$ cat src/design/rcd_pkg.sv
// ----------------------------------------------------------------------------
// rcd_pkg
// Shared types and constants for the region change detector.
// ----------------------------------------------------------------------------
package rcd_pkg;

  // field widths
  localparam int COORD_W  = 12;
  localparam int SIZE_W   = 13;
  localparam int CHAN_W   = 8;
  localparam int PIX_W    = 3 * CHAN_W;
  localparam int COUNT_W  = 18;
  localparam int IN_DATA_W  = 48;
  localparam int OUT_DATA_W = 24;
  localparam int ADDR_W   = 5;
  localparam int DATA_W   = 32;

  localparam logic [COUNT_W-1:0] COUNT_MAX = {COUNT_W{1'b1}};

  // register indexes (paddr[4:2])
  localparam logic [2:0] REG_LEFT       = 3'd0;
  localparam logic [2:0] REG_TOP        = 3'd1;
  localparam logic [2:0] REG_WIDTH      = 3'd2;
  localparam logic [2:0] REG_HEIGHT     = 3'd3;
  localparam logic [2:0] REG_CHAN_THR   = 3'd4;
  localparam logic [2:0] REG_COUNT_THR  = 3'd5;

  // reset values
  localparam logic [COORD_W-1:0] LEFT_RST      = 12'd13;
  localparam logic [COORD_W-1:0] TOP_RST       = 12'd152;
  localparam logic [SIZE_W-1:0]  WIDTH_RST     = 13'd220;
  localparam logic [SIZE_W-1:0]  HEIGHT_RST    = 13'd33;
  localparam logic [CHAN_W-1:0]  CHAN_THR_RST  = 8'd50;
  localparam logic [COUNT_W-1:0] COUNT_THR_RST = 18'd300;

  // configuration seen by the datapath
  typedef struct packed {
    logic [COORD_W-1:0] left;
    logic [COORD_W-1:0] top;
    logic [SIZE_W-1:0]  width;
    logic [SIZE_W-1:0]  height;
    logic [CHAN_W-1:0]  chan_thr;
    logic [COUNT_W-1:0] count_thr;
  } cfg_t;

endpackage

$ cat src/design/rcd_regs.sv
// ----------------------------------------------------------------------------
// rcd_regs
// APB-style register file holding the region and threshold settings.
// ----------------------------------------------------------------------------
module rcd_regs (
  input  logic                          clk,
  input  logic                          rst_n,
  input  logic                          cfg_psel,
  input  logic                          cfg_penable,
  input  logic                          cfg_pwrite,
  input  logic [rcd_pkg::ADDR_W-1:0]    cfg_paddr,
  input  logic [rcd_pkg::DATA_W-1:0]    cfg_pwdata,
  output logic [rcd_pkg::DATA_W-1:0]    cfg_prdata,
  output logic                          cfg_pready,
  output rcd_pkg::cfg_t                 cfg
);

  rcd_pkg::cfg_t cfg_r;
  rcd_pkg::cfg_t cfg_nxt;
  logic          wr_en;
  logic [2:0]    idx;

  assign idx        = cfg_paddr[4:2];
  assign wr_en      = cfg_psel && cfg_penable && cfg_pwrite;
  assign cfg_pready = 1'b1;

  // write decode
  always_comb begin
    cfg_nxt = cfg_r;
    if (wr_en) begin
      case (idx)
        rcd_pkg::REG_LEFT:      cfg_nxt.left      = cfg_pwdata[rcd_pkg::COORD_W-1:0];
        rcd_pkg::REG_TOP:       cfg_nxt.top       = cfg_pwdata[rcd_pkg::COORD_W-1:0];
        rcd_pkg::REG_WIDTH:     cfg_nxt.width     = cfg_pwdata[rcd_pkg::SIZE_W-1:0];
        rcd_pkg::REG_HEIGHT:    cfg_nxt.height    = cfg_pwdata[rcd_pkg::SIZE_W-1:0];
        rcd_pkg::REG_CHAN_THR:  cfg_nxt.chan_thr  = cfg_pwdata[rcd_pkg::CHAN_W-1:0];
        rcd_pkg::REG_COUNT_THR: cfg_nxt.count_thr = cfg_pwdata[rcd_pkg::COUNT_W-1:0];
        default: ;
      endcase
    end
  end

  always_ff @(posedge clk) begin
    if (!rst_n) begin
      cfg_r.left      <= rcd_pkg::LEFT_RST;
      cfg_r.top       <= rcd_pkg::TOP_RST;
      cfg_r.width     <= rcd_pkg::WIDTH_RST;
      cfg_r.height    <= rcd_pkg::HEIGHT_RST;
      cfg_r.chan_thr  <= rcd_pkg::CHAN_THR_RST;
      cfg_r.count_thr <= rcd_pkg::COUNT_THR_RST;
    end else begin
      cfg_r <= cfg_nxt;
    end
  end

  // read mux
  always_comb begin
    cfg_prdata = '0;
    case (idx)
      rcd_pkg::REG_LEFT:      cfg_prdata = rcd_pkg::DATA_W'(cfg_r.left);
      rcd_pkg::REG_TOP:       cfg_prdata = rcd_pkg::DATA_W'(cfg_r.top);
      rcd_pkg::REG_WIDTH:     cfg_prdata = rcd_pkg::DATA_W'(cfg_r.width);
      rcd_pkg::REG_HEIGHT:    cfg_prdata = rcd_pkg::DATA_W'(cfg_r.height);
      rcd_pkg::REG_CHAN_THR:  cfg_prdata = rcd_pkg::DATA_W'(cfg_r.chan_thr);
      rcd_pkg::REG_COUNT_THR: cfg_prdata = rcd_pkg::DATA_W'(cfg_r.count_thr);
      default:                cfg_prdata = '0;
    endcase
  end

  assign cfg = cfg_r;

endmodule

$ cat config.mk
export PLATFORM = sky130hd
export DESIGN_NAME = rcd_regs
export DESIGN_NICKNAME = d
export VERILOG_FILES = /design/src/design/rcd_pkg.sv /design/src/design/rcd_regs.sv
export SDC_FILE = /design/constraint.sdc
export NUM_CORES = 1
export LEC_CHECK = 0
export ABC_AREA = 1
export ABC_CLOCK_PERIOD_IN_PS = 1500
export BUFFER_PORTS_ARGS = -buffer_cell sky130_fd_sc_hd__buf_2
export CAP_MARGIN = 30
export CORE_ASPECT_RATIO = 1.5
export CORE_MARGIN = 3
export CORE_UTILIZATION = 49
export CTS_CLUSTER_DIAMETER = 120
export CTS_CLUSTER_SIZE = 25
export DETAILED_ROUTE_END_ITERATION = 10
export GPL_ROUTABILITY_DRIVEN = 0
export PLACE_DENSITY = 0.78
export SYNTH_ARGS = -nofsm -noshare
export SYNTH_HDL_FRONTEND = slang
export SYNTH_SLANG_ARGS = --single-unit
$ cat constraint.sdc
create_clock -name clk -period 1.5 [get_ports clk]
set_input_delay 0.3 -clock clk [delete_from_list [all_inputs] [get_ports clk]]
set_output_delay 0.3 -clock clk [all_outputs]
set_load 0.03 [all_outputs]
==> run metrics <==
result of the run=finished, violations left; violated checks=negative setup slack; Worst Setup End Kind=primary output; Via-to-Cell Ratio=5.30; count of final max-slew check failures=0; post-route clock skew=0 ns; remaining routing DRC violations=0; hold crit path type=input port to flip-flop; area of the die=9010 um^2; TritonCTS clock tree=built; Levels on crit path=5; Yosys warnings=0; via count of the first global-routing pass=4089; starting density of the core=50.4%; setup violators final=2; Worst path max stage delay=0.35 ns; post-synth top area cell=dfxtp_1; total wire length after detailed routing=13300 um; number of max-cap violations=0; cell area after synthesis=3860 um^2; kind of critical path=flip-flop to primary output; clock network fraction of design power=45.2%; crit path cell chain=nand4_1 -> nand2_1 -> nor2_1 -> nand2_1 -> buf_6; number of port buffers=119; portion of total power attributed to sequential cells=40.6%; Core ar.=7660 um^2; cells on worst reg2reg path=3; share of the synthesized area in the top cell type=39.4%; number of buffer and inverter instances along the worst setup path=1; launching element type of the critical path=flip-flop; cell class contributing the biggest share of worst-path delay=simple AND/OR/NAND/NOR gates; routed len/inst=15.2 um; CP dominant cell by count=nand2_1; Seq/Total Area, Yosys=39.4%; critical path fanouts, max=3; clock transition time at the flip-flop clock pins of the worst setup and hold paths=0.06 ns; power density over cell area=934 nW/um^2; count of different cell masters after synthesis=19; synthesized instance count=621; post-route setup slack=-0.0158 ns; share of the clock period used by the worst path after layout=101%; largest cells by area after synthesis=dfxtp_1 (39%), nand2_1 (16%), nor2_1 (16%), nand3_1 (8.8%), inv_1 (4.9%); Finished Cell Area=5460 um^2; top library cells by usage in the layout, fill and taps aside=nand2_1 (153), nor2_1 (151), buf_2 (100); internal power of the cells=3770 uW; switching power share of the total=26.2%; H-tree level count=3; n_diodes=0; half-perimeter wire length of the detailed placement result=9010 um; min Tclk post-route=1.52 ns; clock net sink count=76; number of buffers between clock root and the deepest sink=2; flip-flop and latch count after synthesis=76; leakage component of the power=0.00277 uW; RSZ-0062 raised after global routing=yes; critical path arrival=1.22 ns; WP data required=1.20 ns; count of hold buffers inserted by post-cts repair=0; insertion delay to the later sink of the worst-skew pair=0.34 ns; final hold violation count=0; global-route wire length before repair=19600 um; number of cell rows=39; number of top-level pins=151; mean instance size in the synthesized netlist=6.22 um^2; antenna violations before repair=0; largest net degree at the start of global routing=77; Fin Hold WS=0.199 ns; Placement Cell Area=4720 um^2; Achievable Freq=0.660 GHz; layout cell share with drive strength beyond 1=32.2%; Inserted Clock Buffers=9; logic gate share of total power=14.3%; net switching power figure=1340 uW; critical path's slowest cell=dfxtp_2; Worst Hold Depth=3; total number of vias=4624; CTS Root Buffer Type=clkbuf_16; setup_tns=-0.0235 ns; signed area change from the synthesized netlist to the final layout=41.4%; final antenna-violating net count=0; DIE HEIGHT=115 um; worst-case vdd ir drop=0.665 mV; Power, Total=5100 uW; flip-flop count of the largest register after layout=76; grt total ovfl=0; Starting DRT DRC Count=614; Layout Nets=808; Initial DRT Pass Iterations=5; die extent in x=78.5 um; Overall Global Routing Usage=28.0%; leading cell type in the layout, fill and taps excluded=nand2_1; count of fill cells added during filler insertion=619
==> stage by stage <==
stage | std cells | setup WS (ns) | util [%]
2_1_floorplan | 634 | -0.00330 | -
5_1_grt | 873 | -0.0647 | 71.3
3_5_place_dp | 847 | -0.157 | 61.7
6_report | 873 | -0.0158 | 71.3
3_3_place_gp | 847 | -0.156 | 61.7
4_1_cts | 866 | -0.00819 | 68.0
==> kinds of logic after synthesis <==
kind of cell           count (synthesis)  share of synthesized area, %
flip-flops                            76                          39.4
other                                  2                         0.194
AND/OR/NAND/NOR                      432                          46.9
buffers and inverters                105                          12.7
AO/OA/AOI/OAI                          6                         0.777
==> power by group through the flow <==
stage | clock (uW) | sequential (uW) | combinational [uW]
finish | 2300 | 2070 | 730
global route | 2400 | 2070 | 777
CTS | 2320 | 2070 | 666
detailed placement | 0 | 2110 | 615
global placement | 0 | 2110 | 607
floorplan | 0 | 2160 | 373
==> per-layer routing <==
| layer | vias up | track usage (%) | part of all wire [%] |
|---|---|---|---|
| li1 | 2190 | - | - |
| met1 | 2052 | 33.0 | 37 |
| met2 | 329 | 46.9 | 51 |
| met3 | 53 | 4.78 | 8.6 |
| met4 | 0 | 17.9 | 3.7 |
| met5 | - | 0 | 0 |
==> path summary, 6_finish.rpt <==
| path | endpoint | slack, ns | start |
|---|---|---|---|
| min | cfg[45] | 0.20 | cfg_pwdata[6] |
| min reg2reg | cfg[56] | 0.48 | cfg[56] |
| max | cfg_prdata[1] | -0.02 | cfg[40] |
| max reg2reg | cfg[54] | 0.80 | cfg[54] |
==> worst min-delay path, delay by kind of cell <==
kind                   cells  cell delay, ns
and+or+nand+nor            2            0.12
buffers and inverters      1            0.09
==> what timing repair did <==
item,4_1_cts,5_1_grt
gates resized for setup,46,62
pin swaps,4,18
setup endpoints to repair,18,18
buffers inserted,3,7
==> cell usage after synthesis <==
master	count
a21oi_1	2
buf_1	7
buf_2	15
buf_4	21
clkbuf_1	9
clkinv_1	1
conb_1	2
dfxtp_1	76
inv_1	50
inv_2	2
nand2_1	165
nand2_2	1
nand3_1	68
nand3_2	3
nand4_1	29
nor2_1	163
nor2_2	2
nor2_4	1
o21ai_0	4
==> final cells by class <==
type                            instances  area, um^2  area share, %
Inverter                               53         209           3.83
Timing Repair Buffer                  173        1220           22.3
Sequential cell                        76        1540           28.2
Clock buffer                           13         280           5.13
Clock inverter                          3        42.5          0.779
Tap cell                              102         128           2.34
Multi-Input combinational cell        453        2040           37.4
No activity file was read; power rests on OpenSTA's default activity.
